--- src/hw/rtl/tsc_pkg.sv ---
// Shared types and constants for the ternary search controller.
// No dependencies; imported by tsc_step, ternary_search_controller and the testbench.
`timescale 1ns / 1ps
`default_nettype none

package tsc_pkg;

  // Default widths of positions (signed Q16.16) and function values
  localparam int unsigned POS_WIDTH_DEF   = 32;
  localparam int unsigned VALUE_WIDTH_DEF = 32;

  // Tolerance register
  localparam int unsigned      TOL_WIDTH = 31;
  localparam logic [TOL_WIDTH-1:0] TOL_RESET = TOL_WIDTH'(66);

  // Item kind on the input channel
  localparam logic FUNC_START  = 1'b0;
  localparam logic FUNC_VALUES = 1'b1;

  // Result kind on the output channel
  typedef enum logic [1:0] {
    KIND_PROBE      = 2'd0,
    KIND_DONE       = 2'd1,
    KIND_BADTOL     = 2'd2,
    KIND_UNEXPECTED = 2'd3
  } kind_e;

  // Search control flags kept between transactions
  typedef struct packed {
    logic searching;
    logic maximize;
  } ctrl_t;

endpackage : tsc_pkg

`default_nettype wire

--- src/hw/rtl/ternary_search_controller.sv ---
// Ternary search controller: top level with input register, state and result register.
// Depends on tsc_pkg and tsc_step.
`timescale 1ns / 1ps
`default_nettype none

// Ternary search for the extremum of a unimodal function evaluated outside the
// block. A start transaction (func 0) loads the interval ends, swapped if
// reversed, and the mode (seek_max 1 for a maximum, 0 for a minimum). While the
// span is at least the tolerance (and at least 3 LSBs) each step answers with a
// probe pair at one and two thirds of the interval; the caller evaluates f at
// both and returns the values in a value transaction (func 1), which narrows
// the interval. Once the span is small enough the answer is kind done with the
// mean of the last probes, rounded toward minus infinity. Every input
// transaction gives exactly one result. A zero tolerance on a start answers bad
// tolerance; values with no search running answer unexpected item and change
// nothing. Throughput is one transaction per clock while the output is not
// stalled; a transaction passes an input register, then one step of logic with
// a divide-by-three reciprocal multiply into the result register. The input
// side keeps accepting while a result waits, as long as the input register is
// empty or can drain into the result register. Write the tolerance (reset 66,
// Q16.16) only with no transaction in flight; it takes effect at the next edge.
module ternary_search_controller import tsc_pkg::*; #(
  parameter int unsigned POS_WIDTH   = POS_WIDTH_DEF,
  parameter int unsigned VALUE_WIDTH = VALUE_WIDTH_DEF
) (
  input  logic                          clk_i,
  input  logic                          rst_ni,
  // Configuration
  input  logic                          cfg_we_i,
  input  logic        [TOL_WIDTH-1:0]   cfg_wdata_i,
  // Input channel
  input  logic                          in_valid_i,
  output logic                          in_stall_o,
  input  logic                          func_i,
  input  logic signed [POS_WIDTH-1:0]   start_pos_i,
  input  logic signed [POS_WIDTH-1:0]   end_pos_i,
  input  logic                          seek_max_i,
  input  logic signed [VALUE_WIDTH-1:0] left_value_i,
  input  logic signed [VALUE_WIDTH-1:0] right_value_i,
  // Output channel
  output logic                          out_valid_o,
  input  logic                          out_stall_i,
  output logic        [1:0]             kind_o,
  output logic signed [POS_WIDTH-1:0]   probe_left_o,
  output logic signed [POS_WIDTH-1:0]   probe_right_o,
  output logic signed [POS_WIDTH-1:0]   position_o
);

  // Offset-binary zero, i.e. position 0 in two's complement
  localparam logic [POS_WIDTH-1:0] POS_ZERO_B = {1'b1, {(POS_WIDTH-1){1'b0}}};

  // Tolerance register
  logic [TOL_WIDTH-1:0] tol_q;

  always_ff @(posedge clk_i or negedge rst_ni) begin
    if (!rst_ni) begin
      tol_q <= TOL_RESET;
    end else if (cfg_we_i) begin
      tol_q <= cfg_wdata_i;
    end
  end

  // Handshake: the input register drains whenever the result register is free
  logic out_ready, s1_load, s1_move;
  logic s1_vld_q, s1_vld_d;
  logic out_vld_q, out_vld_d;

  assign out_ready  = !out_vld_q || !out_stall_i;
  assign s1_move    = s1_vld_q && out_ready;
  assign in_stall_o = s1_vld_q && !out_ready;
  assign s1_load    = in_valid_i && !in_stall_o;

  always_comb begin
    s1_vld_d = s1_vld_q;
    if (s1_load) begin
      s1_vld_d = 1'b1;
    end else if (s1_move) begin
      s1_vld_d = 1'b0;
    end
    out_vld_d = out_vld_q;
    if (s1_move) begin
      out_vld_d = 1'b1;
    end else if (!out_stall_i) begin
      out_vld_d = 1'b0;
    end
  end

  always_ff @(posedge clk_i or negedge rst_ni) begin
    if (!rst_ni) begin
      s1_vld_q  <= 1'b0;
      out_vld_q <= 1'b0;
    end else begin
      s1_vld_q  <= s1_vld_d;
      out_vld_q <= out_vld_d;
    end
  end

  // Input register: hold the accepted transaction until the step consumes it
  logic                          s1_func_q;
  logic signed [POS_WIDTH-1:0]   s1_start_q, s1_end_q;
  logic                          s1_seek_max_q;
  logic signed [VALUE_WIDTH-1:0] s1_left_q, s1_right_q;

  always_ff @(posedge clk_i) begin
    if (s1_load) begin
      s1_func_q     <= func_i;
      s1_start_q    <= start_pos_i;
      s1_end_q      <= end_pos_i;
      s1_seek_max_q <= seek_max_i;
      s1_left_q     <= left_value_i;
      s1_right_q    <= right_value_i;
    end
  end

  // Search state, positions kept offset-binary so unsigned compares order them
  ctrl_t                ctrl_q, ctrl_d;
  logic [POS_WIDTH-1:0] low_q, low_d, high_q, high_d;
  logic [POS_WIDTH-1:0] probe_a_q, probe_a_d, probe_b_q, probe_b_d;

  kind_e                      step_kind;
  logic signed [POS_WIDTH-1:0] step_left, step_right, step_pos;

  tsc_step #(
    .POS_WIDTH   (POS_WIDTH),
    .VALUE_WIDTH (VALUE_WIDTH)
  ) u_step (
    .func_i        (s1_func_q),
    .start_pos_i   (s1_start_q),
    .end_pos_i     (s1_end_q),
    .seek_max_i    (s1_seek_max_q),
    .left_value_i  (s1_left_q),
    .right_value_i (s1_right_q),
    .tolerance_i   (tol_q),
    .ctrl_i        (ctrl_q),
    .low_i         (low_q),
    .high_i        (high_q),
    .probe_a_i     (probe_a_q),
    .probe_b_i     (probe_b_q),
    .ctrl_o        (ctrl_d),
    .low_o         (low_d),
    .high_o        (high_d),
    .probe_a_o     (probe_a_d),
    .probe_b_o     (probe_b_d),
    .kind_o        (step_kind),
    .probe_left_o  (step_left),
    .probe_right_o (step_right),
    .position_o    (step_pos)
  );

  // Advance state only when the step's result goes into the result register
  always_ff @(posedge clk_i or negedge rst_ni) begin
    if (!rst_ni) begin
      ctrl_q    <= '0;
      low_q     <= POS_ZERO_B;
      high_q    <= POS_ZERO_B;
      probe_a_q <= POS_ZERO_B;
      probe_b_q <= POS_ZERO_B;
    end else if (s1_move) begin
      ctrl_q    <= ctrl_d;
      low_q     <= low_d;
      high_q    <= high_d;
      probe_a_q <= probe_a_d;
      probe_b_q <= probe_b_d;
    end
  end

  // Result register
  kind_e                       kind_q;
  logic signed [POS_WIDTH-1:0] probe_left_q, probe_right_q, position_q;

  always_ff @(posedge clk_i) begin
    if (s1_move) begin
      kind_q        <= step_kind;
      probe_left_q  <= step_left;
      probe_right_q <= step_right;
      position_q    <= step_pos;
    end
  end

  assign out_valid_o   = out_vld_q;
  assign kind_o        = kind_q;
  assign probe_left_o  = probe_left_q;
  assign probe_right_o = probe_right_q;
  assign position_o    = position_q;

  // While searching, the probes lie inside the interval in order
  assert property (@(posedge clk_i) disable iff (!rst_ni)
    ctrl_q.searching |-> (low_q <= probe_a_q) && (probe_a_q <= probe_b_q) &&
                         (probe_b_q <= high_q))
    else $error("probes outside interval while searching");

  // A probe pair result is ordered left to right
  assert property (@(posedge clk_i) disable iff (!rst_ni)
    out_valid_o && kind_o == KIND_PROBE |-> probe_left_o <= probe_right_o)
    else $error("probe pair out of order");

  // The position field reads as zero on results that are not done
  assert property (@(posedge clk_i) disable iff (!rst_ni)
    out_valid_o && kind_o != KIND_DONE |-> position_o == '0)
    else $error("position set on a result that is not done");

  // Emitting a probe pair leaves a search running
  assert property (@(posedge clk_i) disable iff (!rst_ni)
    s1_move && step_kind == KIND_PROBE |=> ctrl_q.searching)
    else $error("probe pair issued without a running search");

  // A held transaction in the input register is not lost while stalled
  assert property (@(posedge clk_i) disable iff (!rst_ni)
    s1_vld_q && !s1_move |=> s1_vld_q && $stable(s1_func_q))
    else $error("stalled input transaction dropped");

endmodule : ternary_search_controller

`default_nettype wire

--- src/hw/rtl/tsc_step.sv ---
// One search step: start or narrow the interval, then emit probes or the result,
// or reject a bad start or stray values. Depends on tsc_pkg. Purely combinational; the top level registers around it.
`timescale 1ns / 1ps
`default_nettype none

module tsc_step import tsc_pkg::*; #(
  parameter int unsigned POS_WIDTH   = POS_WIDTH_DEF,
  parameter int unsigned VALUE_WIDTH = VALUE_WIDTH_DEF
) (
  // Item
  input  logic                           func_i,
  input  logic signed [POS_WIDTH-1:0]    start_pos_i,
  input  logic signed [POS_WIDTH-1:0]    end_pos_i,
  input  logic                           seek_max_i,
  input  logic signed [VALUE_WIDTH-1:0]  left_value_i,
  input  logic signed [VALUE_WIDTH-1:0]  right_value_i,
  input  logic        [TOL_WIDTH-1:0]    tolerance_i,
  // Current state, positions held offset-binary
  input  ctrl_t                          ctrl_i,
  input  logic        [POS_WIDTH-1:0]    low_i,
  input  logic        [POS_WIDTH-1:0]    high_i,
  input  logic        [POS_WIDTH-1:0]    probe_a_i,
  input  logic        [POS_WIDTH-1:0]    probe_b_i,
  // Next state
  output ctrl_t                          ctrl_o,
  output logic        [POS_WIDTH-1:0]    low_o,
  output logic        [POS_WIDTH-1:0]    high_o,
  output logic        [POS_WIDTH-1:0]    probe_a_o,
  output logic        [POS_WIDTH-1:0]    probe_b_o,
  // Result
  output kind_e                          kind_o,
  output logic signed [POS_WIDTH-1:0]    probe_left_o,
  output logic signed [POS_WIDTH-1:0]    probe_right_o,
  output logic signed [POS_WIDTH-1:0]    position_o
);

  localparam int unsigned SW = POS_WIDTH + 1;                 // span width
  localparam int unsigned CW = (SW > TOL_WIDTH) ? SW : TOL_WIDTH;
  // Even shift with 2^K >= 2*2^SW makes the reciprocal exact for every span
  localparam int unsigned K  = (SW % 2 == 1) ? SW + 1 : SW + 2;
  localparam logic [K:0]   POW      = {1'b1, {K{1'b0}}};
  localparam logic [K:0]   RECIP_W  = (POW + (K+1)'(2)) / (K+1)'(3);
  localparam logic [K-1:0] RECIP    = RECIP_W[K-1:0];
  localparam logic [POS_WIDTH-1:0] MSB = {1'b1, {(POS_WIDTH-1){1'b0}}};

  logic [POS_WIDTH-1:0] a_b, b_b;
  logic [POS_WIDTH-1:0] lo, hi, pa, pb;
  logic                 narrow_low;
  logic [SW-1:0]        span;
  logic                 keep;
  logic [SW+K-1:0]      prod;
  logic [SW-1:0]        third, rem, two_thirds;
  logic [SW-1:0]        pa_new, pb_new, pos_sum;

  assign a_b = start_pos_i ^ MSB;
  assign b_b = end_pos_i ^ MSB;
  assign narrow_low = ctrl_i.maximize ? (right_value_i > left_value_i)
                                      : (right_value_i < left_value_i);

  // Interval that the step works on: fresh ends on a start, narrowed otherwise
  always_comb begin
    lo = low_i;
    hi = high_i;
    pa = probe_a_i;
    pb = probe_b_i;
    if (func_i == FUNC_START) begin
      if (b_b < a_b) begin
        lo = b_b;
        hi = a_b;
      end else begin
        lo = a_b;
        hi = b_b;
      end
      pa = lo;
      pb = hi;
    end else if (narrow_low) begin
      lo = probe_a_i;
    end else begin
      hi = probe_b_i;
    end
  end

  // Span and divide by three through the reciprocal
  assign span       = SW'(hi) - SW'(lo);
  assign keep       = (CW'(span) >= CW'(tolerance_i)) && (span >= SW'(3));
  assign prod       = (SW+K)'(span) * (SW+K)'(RECIP);
  assign third      = prod[SW+K-1:K];
  assign rem        = span - ((third << 1) + third);
  assign two_thirds = (third << 1) + SW'(rem[1]);
  assign pa_new     = SW'(lo) + third;
  assign pb_new     = SW'(lo) + two_thirds;
  assign pos_sum    = SW'(pa) + SW'(pb);

  always_comb begin
    ctrl_o        = ctrl_i;
    low_o         = low_i;
    high_o        = high_i;
    probe_a_o     = probe_a_i;
    probe_b_o     = probe_b_i;
    kind_o        = KIND_PROBE;
    probe_left_o  = '0;
    probe_right_o = '0;
    position_o    = '0;
    if (func_i == FUNC_START && tolerance_i == '0) begin
      ctrl_o.searching = 1'b0;
      kind_o           = KIND_BADTOL;
    end else if (func_i == FUNC_VALUES && !ctrl_i.searching) begin
      kind_o = KIND_UNEXPECTED;
    end else begin
      if (func_i == FUNC_START) begin
        ctrl_o.maximize = seek_max_i;
      end
      low_o  = lo;
      high_o = hi;
      if (keep) begin
        ctrl_o.searching = 1'b1;
        probe_a_o        = pa_new[POS_WIDTH-1:0];
        probe_b_o        = pb_new[POS_WIDTH-1:0];
        kind_o           = KIND_PROBE;
        probe_left_o     = pa_new[POS_WIDTH-1:0] ^ MSB;
        probe_right_o    = pb_new[POS_WIDTH-1:0] ^ MSB;
      end else begin
        ctrl_o.searching = 1'b0;
        probe_a_o        = pa;
        probe_b_o        = pb;
        kind_o           = KIND_DONE;
        position_o       = pos_sum[POS_WIDTH:1] ^ MSB;
      end
    end
  end

endmodule : tsc_step

`default_nettype wire

--- config.mk ---
export PLATFORM = sky130hd
export DESIGN_NAME = ternary_search_controller
export DESIGN_NICKNAME = d
export VERILOG_FILES = /design/src/hw/rtl/tsc_pkg.sv /design/src/hw/rtl/ternary_search_controller.sv /design/src/hw/rtl/tsc_step.sv
export SDC_FILE = /design/constraint.sdc
export NUM_CORES = 2
export LEC_CHECK = 0
export CORE_UTILIZATION = 30
export CTS_CLUSTER_SIZE = 16
export DETAILED_ROUTE_END_ITERATION = 7
export DONT_BUFFER_PORTS = 1
export PLACE_DENSITY = 0.41
export SETUP_SLACK_MARGIN = 0.15
export SLEW_MARGIN = 0
export SYNTH_ARGS = -nofsm -noshare
export SYNTH_HDL_FRONTEND = slang
export SYNTH_HIERARCHICAL = 1
export SYNTH_SLANG_ARGS = --single-unit
--- constraint.sdc ---
create_clock -name clk_i -period 23.5 [get_ports clk_i]
set_clock_uncertainty 0.2 [all_clocks]
set_input_delay 2.35 -clock clk_i [delete_from_list [all_inputs] [get_ports clk_i]]
set_output_delay 2.35 -clock clk_i [all_outputs]
set_load 0.005 [all_outputs]
==> results.py <==
metrics = {
    "outcome": {
        "status": "finished, final reports clean",
    },
    "synthesis": {
        "synth-seq-area-share": 0.254,
        "yosys_warnings": 6,
        "netlist_area_sq_um": 43100,
        "synth_area_leaders": "fa_1 (18%), ha_1 (16%), edfxtp_1 (16%)",
        "synth_fp_nets": 5495,
        "synth_cell_types": 92,
        "synth_edf_count": 228,
        "netlist_top_cells_count": "inv_1 (810), ha_1 (560), fa_1 (384)",
        "yosysTopAreaCell": "fa_1",
        "synth_most_common_cell": "inv_1",
        "yosysTopAreaCellShare": 0.178,
        "ys_seq_elements": 391,
        "synth.avg_cell_area_sq_um": 9.83,
        "async_reset_ff_frac": 0.417,
        "yosys_most_used_dff": "edfxtp_1",
        "synth_cells": 4385,
    },
    "die": {
        "core_sq_um": 142000,
        "die_w_um": 381,
        "start_util": 0.303,
        "fp-row-count": 138,
        "dieArea_sq_um": 145000,
        "ios": 266,
        "die_h_um": 381,
    },
    "sta": {
        "min_period_ns": 18.32,
        "setup_viol": 0,
        "slew_violations": 0,
        "tns_ns": 0,
        "fmax_mhz": 54.6,
        "rsz0062_at_grt": "no",
        "slew_headroom": 0.149,
        "hold_viol": 0,
        "period_share": 0.780,
        "worstMarginPinSlew_ns": 1.27,
        "fin_ws_ns": 5.18,
    },
    "setup_path": {
        "r2r_start": "s1_right_q[19]$_DFFE_PP_",
        "path_max_fanout": 92,
        "max_stage_delay_ns": 0.94,
        "critPathKind": "register to register",
        "reg2regPathDepth": 56,
        "arrival_ns": 18.60,
        "startpoint_type": "register",
        "r2r_end": "probe_b_q[26]$_DFFE_PN0P_",
        "endpoint_kind": "register",
        "cp.required_ns": 23.78,
        "slowest_stage": "xnor2_1",
        "cpLargestDelayFamily": "compound AO/OA/AOI/OAI gates",
        "r2r_setup_slack_ns": 5.18,
        "crit_buf_inv": 9,
    },
    "final_layout": {
        "fillerInstances": 14700,
        "area_growth_pct": 8.60,
        "regArea_sq_um": 10900,
        "final_cells": 6277,
        "multiInputGateArea_sq_um": 28500,
        "fin_nets": 5453,
        "drive_above_1_share": 0.0644,
        "final_area_sq_um": 46800,
    },
    "worst_hold_path": {
        "holdPathStages": 1,
        "whs_endpoint": "out_valid_o$_DFFE_PN0P_",
        "hp-start": "s1_vld_q$_DFFE_PN0P_",
        "hold_path.class": "register to register",
    },
    "clocking": {
        "cts_root_buf": "clkbuf_16",
        "h-tree-depth": 2,
        "clkLatencyLatePin_ns": 0.62,
        "cts_buffer_depth": 3,
        "post_cts_buffers": 0,
        "cts_tree": "yes",
        "holdBufCountCts": 0,
        "clk_pin_slew_ns": 0.06,
        "clock_sinks": 391,
        "cts-resized-gates": 0,
        "cts_buffers": 46,
    },
    "place": {
        "portBuffers": 0,
        "pre_cts_ws_ns": 5.27,
        "dpl_cell_area_sq_um": 45200,
        "routabilityCongestion": 0.866,
        "place_inst": 6185,
        "dp.final_hpwl_um": 114000,
    },
    "grt": {
        "grt_usage": 0.191,
        "grt_pass1_wl_um": 209000,
        "grt_max_degree": 198,
        "antenna_found_initial": 7,
        "overflow": 0,
        "grt_pass1_vias": 32300,
    },
    "drt": {
        "drc": 0,
        "post_drt_via_cell_ratio": 4.92,
        "wl_um": 140000,
        "ant_nets": 0,
        "drt_iter0_markers": 1653,
        "vias": 30900,
        "drtPass1Iterations": 6,
        "wire_per_inst_um": 22.3,
    },
    "job": {
        "cap_viol_max_count": 0,
    },
}
cells in the final DEF (no fill, tap or decap), types with 9 or more instances in the layout:
master     Yosys  layout
inv_1        810     810
mux2_2       110     110
nand4_1       25      25
and3_1        20      20
nor3b_1       23      23
a21o_1       107     107
nand2_1      190     190
fa_1         384     384
o21ai_1       50      49
dfrtp_1      157     157
nand3_1       41      41
buf_4          3      40
nand2b_1      28      28
nor2b_1       28      27
nor3_1        32      32
a211oi_1      54      52
a31oi_1       24      24
o21a_1        25      25
o211ai_1      18      18
xnor2_1      113     109
nor4_1        18      18
o21ai_0      135     135
mux2i_1       46      45
a221o_1       28      28
mux2_1        89      89
a21oi_1      360     360
nor2_1       242     242
and2_1        72      71
ha_1         560     560
xor2_1        59      58
and4_1         9       9
clkbuf_16      0      46
o21bai_1      18      18
o31ai_1       13      13
edfxtp_1     228     228
or3_1         11      11
through the flow:
stage,hold WS [ns],utilization
6_report,0.282,0.329
5_1_grt,0.312,0.329
4_1_cts,0.285,0.329
3_5_place_dp,0.273,0.318
3_3_place_gp,0.277,0.318
2_1_floorplan,0.242,-
worst max-delay path by stage:
stage | from | to | slack, ns | cells past startpoint
after floorplan | s1_end_q[2]$_DFFE_PP_ | probe_a_q[31]$_DFFE_PN1P_ | 9.07 | 62
after global routing | s1_left_q[17]$_DFFE_PP_ | probe_b_q[26]$_DFFE_PN0P_ | 4.07 | 57
after CTS | s1_right_q[19]$_DFFE_PP_ | probe_b_q[26]$_DFFE_PN0P_ | 5.16 | 56
after global placement | s1_left_q[19]$_DFFE_PP_ | probe_a_q[31]$_DFFE_PN1P_ | 5.33 | 58
after detailed placement | s1_left_q[17]$_DFFE_PP_ | probe_b_q[26]$_DFFE_PN0P_ | 5.27 | 57
final | s1_right_q[19]$_DFFE_PP_ | probe_b_q[26]$_DFFE_PN0P_ | 5.18 | 56
metal layers:
layer / share of wire / wire (um) / global-route usage / up-vias
li1: - / - / - / 14800
met1: 0.47 / 65900 / 0.265 / 15400
met2: 0.47 / 66100 / 0.320 / 570
met3: 0.037 / 5240 / 0.0222 / 115
met4: 0.018 / 2520 / 0.0371 / 6
met5: 0.00033 / 46 / 0 / -
kinds of logic after synthesis:
group | after synthesis | synth area share
mux | 245 | 0.0627
fa+ha+maj | 947 | 0.342
simple gates | 767 | 0.0868
xor+xnor | 173 | 0.0353
buf+inv | 944 | 0.0866
compound gates | 918 | 0.133
flops | 391 | 0.254
final cells by class:
type | instances | share of cell area
repair buffers | 42 | 0.00727
inverters | 812 | 0.0651
diodes | 6 | 0.000321
flip-flops and latches | 391 | 0.234
well taps | 1890 | 0.0505
multi-input cells | 3050 | 0.609
clock inverters | 37 | 0.00864
clock buffers | 49 | 0.0251
state kept, by name, summed over array words and instances (netlist names), 31 cells and up:
signal and flops:
s1_left_q 32, s1_right_q 32, high_q 32, probe_left_o 32
low_q 32, position_o 32, s1_start_q 32, s1_end_q 32
tol_q 31, probe_b_q 32, probe_a_q 32, probe_right_o 32
Power is not shown: default switching activity piles up to over one toggle a cycle in this logic, so the estimate is an artifact.
